`config.mk`:
```
export PLATFORM = sky130hd
export DESIGN_NAME = word_frame_bit_packer_flat
export DESIGN_NICKNAME = d
export VERILOG_FILES = /design/src/rtl/wfbp_pkg.sv /design/src/rtl/wfbp_ifs.sv /design/src/rtl/wfbp_front.sv /design/src/rtl/wfbp_fifo.sv /design/src/rtl/wfbp_back.sv /design/src/rtl/word_frame_bit_packer.sv /design/src/flat_wrapper.sv
export VERILOG_INCLUDE_DIRS = /design/src /design/src/rtl
export SDC_FILE = /design/constraint.sdc
export NUM_CORES = 1
export LEC_CHECK = 0
export BUFFER_PORTS_ARGS = -buffer_cell sky130_fd_sc_hd__buf_2
export CORE_AREA = 2 2 114 116
export DETAILED_ROUTE_END_ITERATION = 10
export DIE_AREA = 0 0 116 118
export GPL_ROUTABILITY_DRIVEN = 0
export HOLD_SLACK_MARGIN = 0.08
export MAX_ROUTING_LAYER = met4
export PLACE_DENSITY = 0.75
export SYNTH_ARGS = -nofsm -noshare
export SYNTH_HDL_FRONTEND = slang
export SYNTH_SLANG_ARGS = --single-unit
```
`constraint.sdc`:
```
create_clock -name clk -period 3.21 [get_ports clk]
set_input_delay 0.4815 -clock clk [delete_from_list [all_inputs] [get_ports clk]]
set_output_delay 0.4815 -clock clk [all_outputs]
set_load 0.005 [all_outputs]
```
`src/rtl/word_frame_bit_packer_macros.svh`:
```
// Assertion macros shared by the packer RTL.
`ifndef WORD_FRAME_BIT_PACKER_MACROS_SVH
`define WORD_FRAME_BIT_PACKER_MACROS_SVH

`ifndef SYNTHESIS
// Check that cons holds in the same cycle as ante.
`define WFBP_ASSERT_NOW(lbl, clk, rst_n, ante, cons) \
	lbl: assert property (@(posedge clk) disable iff (!(rst_n)) (ante) |-> (cons)) \
		else $error("wfbp assertion failed");
// Check that cons holds in the cycle after ante.
`define WFBP_ASSERT_NEXT(lbl, clk, rst_n, ante, cons) \
	lbl: assert property (@(posedge clk) disable iff (!(rst_n)) (ante) |=> (cons)) \
		else $error("wfbp assertion failed");
`else
`define WFBP_ASSERT_NOW(lbl, clk, rst_n, ante, cons)
`define WFBP_ASSERT_NEXT(lbl, clk, rst_n, ante, cons)
`endif

`endif

```
`src/rtl/wfbp_pkg.sv`:
```
package wfbp_pkg;

	localparam int unsigned WORD_W     = 16;
	localparam int unsigned STOP_W     = 6;
	localparam int unsigned CNT_W      = 3;
	localparam int unsigned PEND_W     = 7;
	localparam int unsigned VEC_W      = 24;
	localparam int unsigned NBYTES_W   = 3;
	localparam int unsigned FIFO_DEPTH = 4;
	localparam int unsigned FIFO_AW    = $clog2(FIFO_DEPTH);
	localparam int unsigned FIFO_CW    = $clog2(FIFO_DEPTH + 1);

	localparam logic [STOP_W-1:0] STOP_MIN   = 6'd1;
	localparam logic [STOP_W-1:0] STOP_MAX   = 6'd32;
	localparam logic [STOP_W-1:0] STOP_RESET = 6'd18;
	localparam logic [7:0]        BYTE_ONES  = 8'hFF;

	// One queued word: its bits left aligned (unused low bits are ones),
	// how many bytes it yields and whether it closes the frame.
	typedef struct packed {
		logic [VEC_W-1:0]    bits;
		logic [NBYTES_W-1:0] nbytes;
		logic                frame_end;
	} cmd_t;

	typedef struct packed {
		logic full;
		logic empty;
	} fifo_stat_t;

endpackage

```
`src/rtl/wfbp_ifs.sv`:
```
interface wfbp_word_if;
	logic        valid;
	logic        ready;
	logic [15:0] data_word;
	logic        frame_end;
	modport source(output valid, data_word, frame_end, input ready);
	modport sink(input valid, data_word, frame_end, output ready);
endinterface

interface wfbp_byte_if;
	logic       valid;
	logic       ready;
	logic [7:0] out_byte;
	logic       last_byte;
	logic       frame_done;
	modport source(output valid, out_byte, last_byte, frame_done, input ready);
	modport sink(input valid, out_byte, last_byte, frame_done, output ready);
endinterface

interface wfbp_cfg_if;
	logic       valid;
	logic       ready;
	logic [5:0] stop_bits;
	modport source(output valid, stop_bits, input ready);
	modport sink(input valid, stop_bits, output ready);
endinterface

```
`src/rtl/wfbp_front.sv`:
```
`include "word_frame_bit_packer_macros.svh"

module wfbp_front (
	input  logic                clk,
	input  logic                arst_n,
	wfbp_word_if.sink           words,
	wfbp_cfg_if.sink            cfg,
	input  wfbp_pkg::fifo_stat_t fifo_stat,
	output logic                push,
	output wfbp_pkg::cmd_t      push_cmd
);

	logic [wfbp_pkg::STOP_W-1:0] stop_bits_q;
	logic [wfbp_pkg::PEND_W-1:0] pend_bits_q;
	logic [wfbp_pkg::CNT_W-1:0]  pend_cnt_q;

	logic [wfbp_pkg::VEC_W-1:0]  raw;
	logic [wfbp_pkg::CNT_W-1:0]  gap;
	logic [wfbp_pkg::STOP_W-1:0] stop_eff;
	logic [wfbp_pkg::STOP_W-1:0] sum_plain;
	logic [wfbp_pkg::STOP_W-1:0] sum_last;

	assign cfg.ready   = 1'b1;
	assign words.ready = !fifo_stat.full;
	assign push        = words.valid && words.ready;

	always_comb begin
		// clamp stop length into 1..32
		if (stop_bits_q < wfbp_pkg::STOP_MIN) begin
			stop_eff = wfbp_pkg::STOP_MIN;
		end else if (stop_bits_q > wfbp_pkg::STOP_MAX) begin
			stop_eff = wfbp_pkg::STOP_MAX;
		end else begin
			stop_eff = stop_bits_q;
		end
		raw       = {pend_bits_q, words.data_word, 1'b1};
		gap       = 3'd7 - pend_cnt_q;
		// stale bits above the held count shift out the top
		push_cmd.bits = (raw << gap) | ~({wfbp_pkg::VEC_W{1'b1}} << gap);
		sum_plain = 6'(pend_cnt_q) + 6'd17;
		sum_last  = 6'(pend_cnt_q) + 6'd24 + stop_eff;
		push_cmd.nbytes    = words.frame_end ? sum_last[5:3] : sum_plain[5:3];
		push_cmd.frame_end = words.frame_end;
	end

	always_ff @(posedge clk or negedge arst_n) begin
		if (!arst_n) begin
			stop_bits_q <= wfbp_pkg::STOP_RESET;
		end else if (cfg.valid && cfg.ready) begin
			stop_bits_q <= cfg.stop_bits;
		end
	end

	always_ff @(posedge clk or negedge arst_n) begin
		if (!arst_n) begin
			pend_bits_q <= '0;
			pend_cnt_q  <= '0;
		end else if (push) begin
			pend_bits_q <= raw[wfbp_pkg::PEND_W-1:0];
			pend_cnt_q  <= words.frame_end ? 3'd0 : sum_plain[2:0];
		end
	end

	`WFBP_ASSERT_NEXT(a_frame_flushes, clk, arst_n, push && words.frame_end, pend_cnt_q == 3'd0)

endmodule

```
`src/rtl/wfbp_fifo.sv`:
```
`include "word_frame_bit_packer_macros.svh"

module wfbp_fifo (
	input  logic                 clk,
	input  logic                 arst_n,
	input  logic                 push,
	input  wfbp_pkg::cmd_t       push_cmd,
	input  logic                 pop,
	output wfbp_pkg::cmd_t       head,
	output wfbp_pkg::fifo_stat_t stat
);

	wfbp_pkg::cmd_t               mem_q [wfbp_pkg::FIFO_DEPTH];
	logic [wfbp_pkg::FIFO_AW-1:0] wr_ptr_q;
	logic [wfbp_pkg::FIFO_AW-1:0] rd_ptr_q;
	logic [wfbp_pkg::FIFO_CW-1:0] count_q;

	assign head       = mem_q[rd_ptr_q];
	assign stat.full  = (count_q == wfbp_pkg::FIFO_CW'(wfbp_pkg::FIFO_DEPTH));
	assign stat.empty = (count_q == '0);

	always_ff @(posedge clk) begin
		if (push) begin
			mem_q[wr_ptr_q] <= push_cmd;
		end
	end

	always_ff @(posedge clk or negedge arst_n) begin
		if (!arst_n) begin
			wr_ptr_q <= '0;
			rd_ptr_q <= '0;
			count_q  <= '0;
		end else begin
			if (push) begin
				wr_ptr_q <= wr_ptr_q + 1'b1;
			end
			if (pop) begin
				rd_ptr_q <= rd_ptr_q + 1'b1;
			end
			unique case ({push, pop})
				2'b10:   count_q <= count_q + 1'b1;
				2'b01:   count_q <= count_q - 1'b1;
				default: count_q <= count_q;
			endcase
		end
	end

	`WFBP_ASSERT_NOW(a_no_pop_empty, clk, arst_n, pop, !stat.empty)
	`WFBP_ASSERT_NOW(a_no_push_full, clk, arst_n, push, !stat.full)

endmodule

```
`src/rtl/wfbp_back.sv`:
```
`include "word_frame_bit_packer_macros.svh"

module wfbp_back (
	input  logic                 clk,
	input  logic                 arst_n,
	wfbp_byte_if.source          bytes,
	input  wfbp_pkg::cmd_t       head,
	input  wfbp_pkg::fifo_stat_t fifo_stat,
	output logic                 pop
);

	logic [wfbp_pkg::NBYTES_W-1:0] idx_q;
	logic                          valid_q;
	logic [7:0]                    byte_q;
	logic                          last_q;
	logic                          done_q;

	logic       load;
	logic       is_last;
	logic [7:0] byte_sel;

	assign load    = !valid_q || bytes.ready;
	assign is_last = (idx_q == head.nbytes - 1'b1);
	assign pop     = load && !fifo_stat.empty && is_last;

	always_comb begin
		unique case (idx_q)
			3'd0:    byte_sel = head.bits[23:16];
			3'd1:    byte_sel = head.bits[15:8];
			3'd2:    byte_sel = head.bits[7:0];
			default: byte_sel = wfbp_pkg::BYTE_ONES;
		endcase
	end

	always_ff @(posedge clk or negedge arst_n) begin
		if (!arst_n) begin
			valid_q <= 1'b0;
			idx_q   <= '0;
		end else if (load) begin
			valid_q <= !fifo_stat.empty;
			if (!fifo_stat.empty) begin
				idx_q <= is_last ? '0 : idx_q + 1'b1;
			end
		end
	end

	always_ff @(posedge clk) begin
		if (load && !fifo_stat.empty) begin
			byte_q <= byte_sel;
			last_q <= is_last;
			done_q <= is_last && head.frame_end;
		end
	end

	assign bytes.valid      = valid_q;
	assign bytes.out_byte   = byte_q;
	assign bytes.last_byte  = last_q;
	assign bytes.frame_done = done_q;

	`WFBP_ASSERT_NOW(a_idx_in_word, clk, arst_n, !fifo_stat.empty, idx_q < head.nbytes)

endmodule

```
`src/rtl/word_frame_bit_packer.sv`:
```
// Channel   Role    Payload
// words     sink    data_word[15:0], frame_end
// bytes     source  out_byte[7:0], last_byte, frame_done
// cfg       sink    stop_bits[5:0] (always ready)
//
// Each word becomes 2 or 3 bytes, a frame end up to 7; the byte output
// register issues one byte per cycle whenever bytes is ready to take it.
// The front takes one word per cycle while the 4-entry command queue has room.
// arst_n clears held bits, queue and output valid; stop_bits returns to 18.
// A stall on bytes only fills the queue; words stalls once it is full.
module word_frame_bit_packer (
	input  logic        clk,
	input  logic        arst_n,
	wfbp_word_if.sink   words,
	wfbp_byte_if.source bytes,
	wfbp_cfg_if.sink    cfg
);

	// front -> queue
	logic                 push;
	wfbp_pkg::cmd_t       push_cmd;
	// queue -> back
	wfbp_pkg::cmd_t       head;
	wfbp_pkg::fifo_stat_t fifo_stat;
	logic                 pop;

	// Front: hold the partial byte between words, align each word behind it
	// and work out how many whole bytes it (plus stop run and pad) yields.
	wfbp_front u_front (
		.clk       (clk),
		.arst_n    (arst_n),
		.words     (words),
		.cfg       (cfg),
		.fifo_stat (fifo_stat),
		.push      (push),
		.push_cmd  (push_cmd)
	);

	// Queue: decouple word intake from byte drain.
	wfbp_fifo u_fifo (
		.clk      (clk),
		.arst_n   (arst_n),
		.push     (push),
		.push_cmd (push_cmd),
		.pop      (pop),
		.head     (head),
		.stat     (fifo_stat)
	);

	// Back: step through the head command one byte per cycle unless bytes
	// stalls; bytes past the aligned word are all ones (stop run and pad),
	// drop the head on its last byte.
	wfbp_back u_back (
		.clk       (clk),
		.arst_n    (arst_n),
		.bytes     (bytes),
		.head      (head),
		.fifo_stat (fifo_stat),
		.pop       (pop)
	);

endmodule

```
`src/flat_wrapper.sv`:
```
// flat-port wrapper written by rule: the top's interface ports become plain ports
module word_frame_bit_packer_flat 
  (clk, arst_n, words_valid, words_data_word, words_frame_end, words_ready, bytes_valid, bytes_out_byte, bytes_last_byte, bytes_frame_done, bytes_ready, cfg_valid, cfg_stop_bits, cfg_ready);
  wfbp_word_if words_i ();
  wfbp_byte_if bytes_i ();
  wfbp_cfg_if cfg_i ();
  input  logic clk;
  input  logic arst_n;
  input wire logic [$bits(words_i.valid)-1:0] words_valid;
  input wire logic [$bits(words_i.data_word)-1:0] words_data_word;
  input wire logic [$bits(words_i.frame_end)-1:0] words_frame_end;
  output wire logic [$bits(words_i.ready)-1:0] words_ready;
  output wire logic [$bits(bytes_i.valid)-1:0] bytes_valid;
  output wire logic [$bits(bytes_i.out_byte)-1:0] bytes_out_byte;
  output wire logic [$bits(bytes_i.last_byte)-1:0] bytes_last_byte;
  output wire logic [$bits(bytes_i.frame_done)-1:0] bytes_frame_done;
  input wire logic [$bits(bytes_i.ready)-1:0] bytes_ready;
  input wire logic [$bits(cfg_i.valid)-1:0] cfg_valid;
  input wire logic [$bits(cfg_i.stop_bits)-1:0] cfg_stop_bits;
  output wire logic [$bits(cfg_i.ready)-1:0] cfg_ready;
  assign words_i.valid = words_valid;
  assign words_i.data_word = words_data_word;
  assign words_i.frame_end = words_frame_end;
  assign words_ready = words_i.ready;
  assign bytes_valid = bytes_i.valid;
  assign bytes_out_byte = bytes_i.out_byte;
  assign bytes_last_byte = bytes_i.last_byte;
  assign bytes_frame_done = bytes_i.frame_done;
  assign bytes_i.ready = bytes_ready;
  assign cfg_i.valid = cfg_valid;
  assign cfg_i.stop_bits = cfg_stop_bits;
  assign cfg_ready = cfg_i.ready;
  word_frame_bit_packer u_core (.clk(clk), .arst_n(arst_n), .words(words_i), .bytes(bytes_i), .cfg(cfg_i));
endmodule
```
==> flow_summary_export.csv, run 1 <==
group,metric,value,unit
status,outcome,"finished, final reports clean",
synthesis,mappedNetlistArea,0.00669,mm²
cells_and_area,seq_area,0.00422,mm²
critical_path,cp_max_fo,4,
synthesis,netlist_instances,431,
power,leakagePower,2.77,nW
clocking,cts_buffers,17,
sta,clock.fmax,0.337,GHz
power,p_per_area,1020,mW/mm²
synthesis,ys_seq_area_frac,0.631,
die,core.rowCount,41,
global_routing,grt_usage,0.203,
synthesis,syn-mean-instance-area,15.5,µm²
min_path,min_path_type,"primary input to asynchronous set/reset pin",
cells_and_area,fin_cells,664,
clocking,cts.reportedPaths.clkPinSlew,0.06,ns
global_routing,grt_pass1_wl,20100,µm
critical_path,crit_type,"register to register",
critical_path,path_buf_inv,2,
power,power.switching,2.55,mW
power,p_int,5.25,mW
clocking,insertion_delay,0.42,ns
power,total_power,7.79,mW
route,post_drt_wl_per_cell,18.4,µm
clocking,htree_levels,4,
synthesis,async_flop_share,0.186,
route,postRouteAntennaNets,0,
power,ir_drop,0.485,mV
placement,hpwlAfterDp,8290,µm
sta,tightest_slew,0.756,ns
global_routing,grt_pass1_vias,3879,
die,die_h,118,µm
global_routing,antenna_found_initial,0,
cells_and_area,drive_above_1_share,0.291,
synthesis,yosysWarnings,0,
run,max_cap_viol_count,0,
placement,placed_cell_area,0.00708,mm²
cells_and_area,area_growth,14.7,%
route,vias_per_cell,5.63,
cells_and_area,fin_area,0.00767,mm²
clocking,cts_tree,"built",
sta,relSlewSlack,0.496,
sta,fin_setup_tns,0,ns
route,drt_iter0_drc,294,
sta,layout_min_cycle_time,2.97,ns
critical_path,endpoint_kind,"register",
clocking,clock-sinks,145,
die,die_area,0.0137,mm²
sta,skew,0.00736,ns
route,vias,3736,
critical_path,slowest_stage,"mux4_2",
die,start_util,0.539,
route,drc_errors,0,
placement,portBuffers,39,
sta,finalCritPeriodShare,0.926,
critical_path,critPathRequiredTime,3.55,ns
cells_and_area,n_fill_cell,911,
cells_and_area,fin_nets,523,
synthesis,synth_edf_count,118,
sta,rsz0062_at_grt,"false",
critical_path,slowest_delay,0.55,ns
clocking,clockRootBuffer,"clkbuf_16",
power,comb_power_share,0.359,
die,io_pins,41,
placement,dpl.cell_count,631,
synthesis,ys_ff_latch,145,
route,first_pass_iters,4,
clocking,postCtsHoldBufs,0,
critical_path,worstPathArrival,3.31,ns
sta,hold_viol_final,0,
global_routing,grt_max_degree,32,
synthesis,synthFlopType,"edfxtp_1",
clocking,clockBufferDepth,2,
sta,slew_viol_final,0,
cells_and_area,antenna_cells,0,
synthesis,syn_nets,475,
sta,setup_violations,0,
power,pwr-share-clk,0.247,
power,pwr-share-seq,0.394,
critical_path,path_delay_family,"adder cells",
synthesis,synthDistinctLibCells,52,
route,finalWirelength,12200,µm
die,core_area,0.0124,mm²
cells_and_area,final_core_util,0.618,
cells_and_area,multi_input_area,0.00229,mm²
global_routing,grt_overflow,0,
die,die_w,116,µm
critical_path,cp_cell_sequence,"mux4_2 -> inv_1 -> ha_1 -> xnor2_1 -> xnor2_2 -> nor4_4 -> ha_2 -> inv_1 -> fa_1 -> xor2_1 -> nor2_1 -> xor2_1",
power,switching_share,0.327,
critical_path,cp-start-kind,"register",
[state kept, by name, summed over array words and instances, names as in the netlist]
register	count
u_core.u_back.bytes.last_byte	1
u_core.u_fifo.count_q	3
u_core.u_fifo.mem_q	108
u_core.u_front.pend_bits_q	7
u_core.u_back.idx_q	3
u_core.u_back.bytes.out_byte	8
u_core.u_fifo.wr_ptr_q	2
u_core.u_front.stop_bits_q	6
u_core.u_front.pend_cnt_q	3
u_core.u_back.bytes.frame_done	1
u_core.u_fifo.rd_ptr_q	2
u_core.u_back.bytes.valid	1
[kinds of logic after synthesis]
| group | share of synthesized area |
|---|---|
| flops | 0.631 |
| buf+inv | 0.0268 |
| fa+ha+maj | 0.0311 |
| other cells | 0.000561 |
| simple gates | 0.0812 |
| compound gates | 0.0415 |
| xor+xnor | 0.0153 |
| mux | 0.172 |
[metrics by stage]
step / hold WS [ns] / setup slack (ns)
2_1_floorplan: 0.186 / 0.0579
6_report: 0.0756 / 0.238
3_5_place_dp: 0.477 / 0.0918
4_1_cts: 0.0870 / 0.0646
3_3_place_gp: 0.465 / 0.250
5_1_grt: 0.133 / 0.0621
[cell usage in the layout, fill, tap and decap left out, drive strengths merged, types with 2 or more instances in the layout]
master,n
mux2,16
nand2,57
xnor2,6
clkinvlp,2
dfrtp,25
nor4,3
dfstp,2
and2,2
nor2,15
ha,15
o21ai,16
nor2b,7
a31o,2
a211o,2
a21oi,3
xor2,4
nand2b,5
bufinv,3
clkbuf,19
clkinv,9
edfxtp,118
a31oi,3
or3,2
mux4,37
a22oi,8
nor3,3
nand3,8
inv,15
and3,5
mux2i,12
buf,54
[final timing paths]
check	startpoint	to	slack, ns	cells past startpoint
max	u_core.u_fifo.rd_ptr_q[0]	u_core.u_fifo.count_q[2]	0.24	12
min	arst_n	u_core.u_back.idx_q[1]	0.08	1
max reg2reg	u_core.u_fifo.rd_ptr_q[0]	u_core.u_fifo.count_q[2]	0.24	12
min reg2reg	u_core.u_fifo.count_q[2]	u_core.u_fifo.count_q[2]	0.49	1
max in group asynchronous	arst_n	u_core.u_fifo.rd_ptr_q[0]	2.70	1
min in group clk	cfg_stop_bits[3]	u_core.u_front.stop_bits_q[3]	0.30	2
[power by group through the flow]
stage	Combinational, mW	Clock, mW	Sequential (mW)
global route	3.10	2.03	3.13
floorplan	2.08	0	3.02
CTS	2.80	1.95	3.08
detailed placement	2.79	0	3.11
finish	2.80	1.92	3.07
global placement	2.69	0	3.08
[synthesized netlist by cell type, drive strengths merged (12+ instances only)]
cell / instances / area, µm²
nand2: 57 / 216
edfxtp: 118 / 3540
clkbuf: 12 / 45.0
buf: 13 / 73.8
dfrtp: 25 / 626
mux4: 37 / 852
nor2: 15 / 56.3
mux2: 16 / 180
mux2i: 12 / 120
o21ai: 16 / 80.1
inv: 15 / 56.3
ha: 15 / 188
[timing repair]
action / CTS / global route
buffers inserted: 0 / 1
endpoints found under the setup margin: 0 / 1
resized for setup: 0 / 2
[final cells by class]
type,count,share of cell area
sequential,145,0.550
multi-input combinational,245,0.298
clock buffer,19,0.0564
timing repair buffer,54,0.0401
tap,172,0.0280
clock inverter,13,0.0188
inverter,16,0.00783
[routing by layer]
metal	vias to the layer above	global-route usage	share of wire
li1	1743	-	-
met3	10	0.0515	0.077
met5	-	-	0
met1	1841	0.269	0.42
met2	142	0.306	0.49
met4	0	0.0766	0.0099
Note: power is estimated with default switching activity, not from simulation.
==> run 2: changes to the inputs <==
Settings changed: CORE_AREA 2 2 114 116 to 2 2 133 135, DIE_AREA 0 0 116 118 to 0 0 135 137, PLACE_DENSITY 0.75 to 0.56.
Clock period 3.21 ns to 3.5 ns, I/O delays scaled along.
==> flow_summary_export.csv, run 2 (synthesis results as in run 1) <==
group,metric,value,unit
route,drc_errors,0,
sta,relSlewSlack,0.481,
power,leakagePower,2.78,nW
global_routing,antenna_found_initial,0,
critical_path,rr_worst_depth,12,
clocking,clockBufferDepth,2,
die,die_w,135,µm
placement,pre_cts_ws,0.224,ns
die,die_h,137,µm
sta,rsz0062_at_grt,"false",
route,first_pass_iters,4,
cells_and_area,antenna_cells,0,
sta,hold_viol_final,0,
sta,finalCritPeriodShare,0.917,
critical_path,cp-start-kind,"register",
global_routing,grt_pass1_vias,3700,
die,core_area,0.0171,mm²
route,vias,3693,
min_path,min_path_type,"primary input to asynchronous set/reset pin",
route,vias_per_cell,5.19,
critical_path,worstPathArrival,3.56,ns
placement,hpwlAfterDp,8730,µm
sta,setup_violations,0,
critical_path,cp_max_fo,6,
critical_path,critPathRequiredTime,3.85,ns
critical_path,cp_cell_sequence,"mux4_2 -> inv_1 -> ha_1 -> xnor2_1 -> xnor2_2 -> nor4_4 -> ha_1 -> inv_1 -> fa_1 -> xor2_1 -> nor2_1 -> xor2_1",
sta,layout_min_cycle_time,3.21,ns
clocking,cts.reportedPaths.clkPinSlew,0.06,ns
die,die_area,0.0185,mm²
critical_path,slowest_delay,0.59,ns
power,ir_drop,0.403,mV
global_routing,grt_usage,0.160,
sta,layout_setup_ws,0.291,ns
sta,skew,0.0108,ns
clocking,cts_buffers,17,
critical_path,path_buf_inv,2,
clocking,htree_levels,4,
route,finalWirelength,13200,µm
clocking,cts_tree,"built",
sta,fin_setup_tns,0,ns
sta,slew_viol_final,0,
critical_path,crit_type,"register to register",
sta,clock.fmax,0.312,GHz
critical_path,slowest_stage,"mux4_2",
die,core.rowCount,48,
route,postRouteAntennaNets,0,
clocking,clockRootBuffer,"clkbuf_16",
sta,hold_ws,0.110,ns
clocking,insertion_delay,0.43,ns
cells_and_area,final_common_cell,"edfxtp_1",
clocking,postCtsHoldBufs,0,
cells_and_area,drive_above_1_share,0.300,
cells_and_area,fin_nets,518,
clocking,post_cts_buffers,0,
placement,portBuffers,39,
route,post_drt_wl_per_cell,18.5,µm
critical_path,rrSetupSlack,0.29,ns
sta,tightest_slew,0.778,ns
cells_and_area,mostFrequentLayoutCells,"118 x edfxtp_1, 56 x nand2_1, 39 x buf_2",
status,outcome,"finished, final reports clean",
route,drt_iter0_drc,304,
global_routing,grt_pass1_wl,21000,µm
clocking,clock-sinks,145,
critical_path,worstReg2RegStart,"u_core.u_fifo.rd_ptr_q[0]",
run,max_cap_viol_count,0,
cells_and_area,area_growth,16.4,%
cells_and_area,n_fill_cell,1535,
die,start_util,0.392,
clocking,ctsResizeCount,0,
critical_path,rr_endpoint,"u_core.u_fifo.count_q[2]",
critical_path,path_delay_family,"adder cells",
critical_path,endpoint_kind,"register",
global_routing,grt_overflow,0,
cells_and_area,largest_register,"u_core.u_fifo.mem_q",
die,io_pins,41,
global_routing,grt_max_degree,28,
cells_and_area,largest_register_ffs,108,
power,p_per_area,946,mW/mm²
[run 2: cell count changes in the layout (fill, tap and decap cells not counted), sizes merged]
cell	delta
clkbuf	-2
inv	+3
clkinv	-4
bufinv	+2
clkinvlp	+1
buf	-5
[run 2: worst register-to-register path, delay by kind of cell, from the launching register on]
kind,cells,cell delay (ns)
buffers and inverters,2,0.15
xor gates and xnor gates,4,0.66
muxes,1,0.59
adders and majority gates,3,0.77
DFF,1,0.51
and+or+nand+nor,2,0.47
[run 2: stage by stage]
step | utilization | instances | total power, mW | area, µm²
CTS | 0.456 | 712 | 7.45 | 7780
global placement | 0.418 | 680 | 5.37 | 7130
detailed placement | 0.418 | 680 | 5.47 | 7130
floorplan | - | 431 | 4.68 | 6690
finish | 0.456 | 712 | 7.36 | 7780
global route | 0.456 | 712 | 7.81 | 7780
[run 2: layout make-up]
| class | instances | area [µm²] | area share |
|---|---|---|---|
| clock buffer | 17 | 425 | 0.0547 |
| clock inverter | 15 | 230 | 0.0296 |
| inverter | 16 | 60.1 | 0.00772 |
| multi-input combinational | 245 | 2290 | 0.295 |
| sequential | 145 | 4220 | 0.543 |
| tap | 225 | 282 | 0.0362 |
| timing repair buffer | 49 | 270 | 0.0347 |
[run 2: per-layer routing]
metal,GRT usage,wire length (µm)
met1,0.208,6030
met2,0.248,6500
met3,0.0337,565
met4,0.0590,96
met5,-,0
[run 2: worst max path at each step]
stage                              startpoint                  endpoint  slack (ns)  cells past startpoint
detailed placement  u_core.u_fifo.rd_ptr_q[0]  u_core.u_fifo.count_q[2]        0.22                     12
floorplan           u_core.u_fifo.rd_ptr_q[0]  u_core.u_fifo.count_q[2]        0.26                     14
global route        u_core.u_fifo.rd_ptr_q[0]  u_core.u_fifo.count_q[2]        0.05                     12
global placement    u_core.u_fifo.rd_ptr_q[0]  u_core.u_fifo.count_q[2]        0.38                     12
finish              u_core.u_fifo.rd_ptr_q[0]  u_core.u_fifo.count_q[2]        0.29                     12
CTS                 u_core.u_fifo.rd_ptr_q[0]  u_core.u_fifo.count_q[2]        0.23                     12
[run 2: report_power, final]
group | internal, mW | total (mW) | leakage [nW] | switching (mW)
clock network | 1.27 | 1.98 | 0.310 | 0.712
logic | 1.05 | 2.58 | 1.12 | 1.52
registers | 2.61 | 2.80 | 1.35 | 0.192
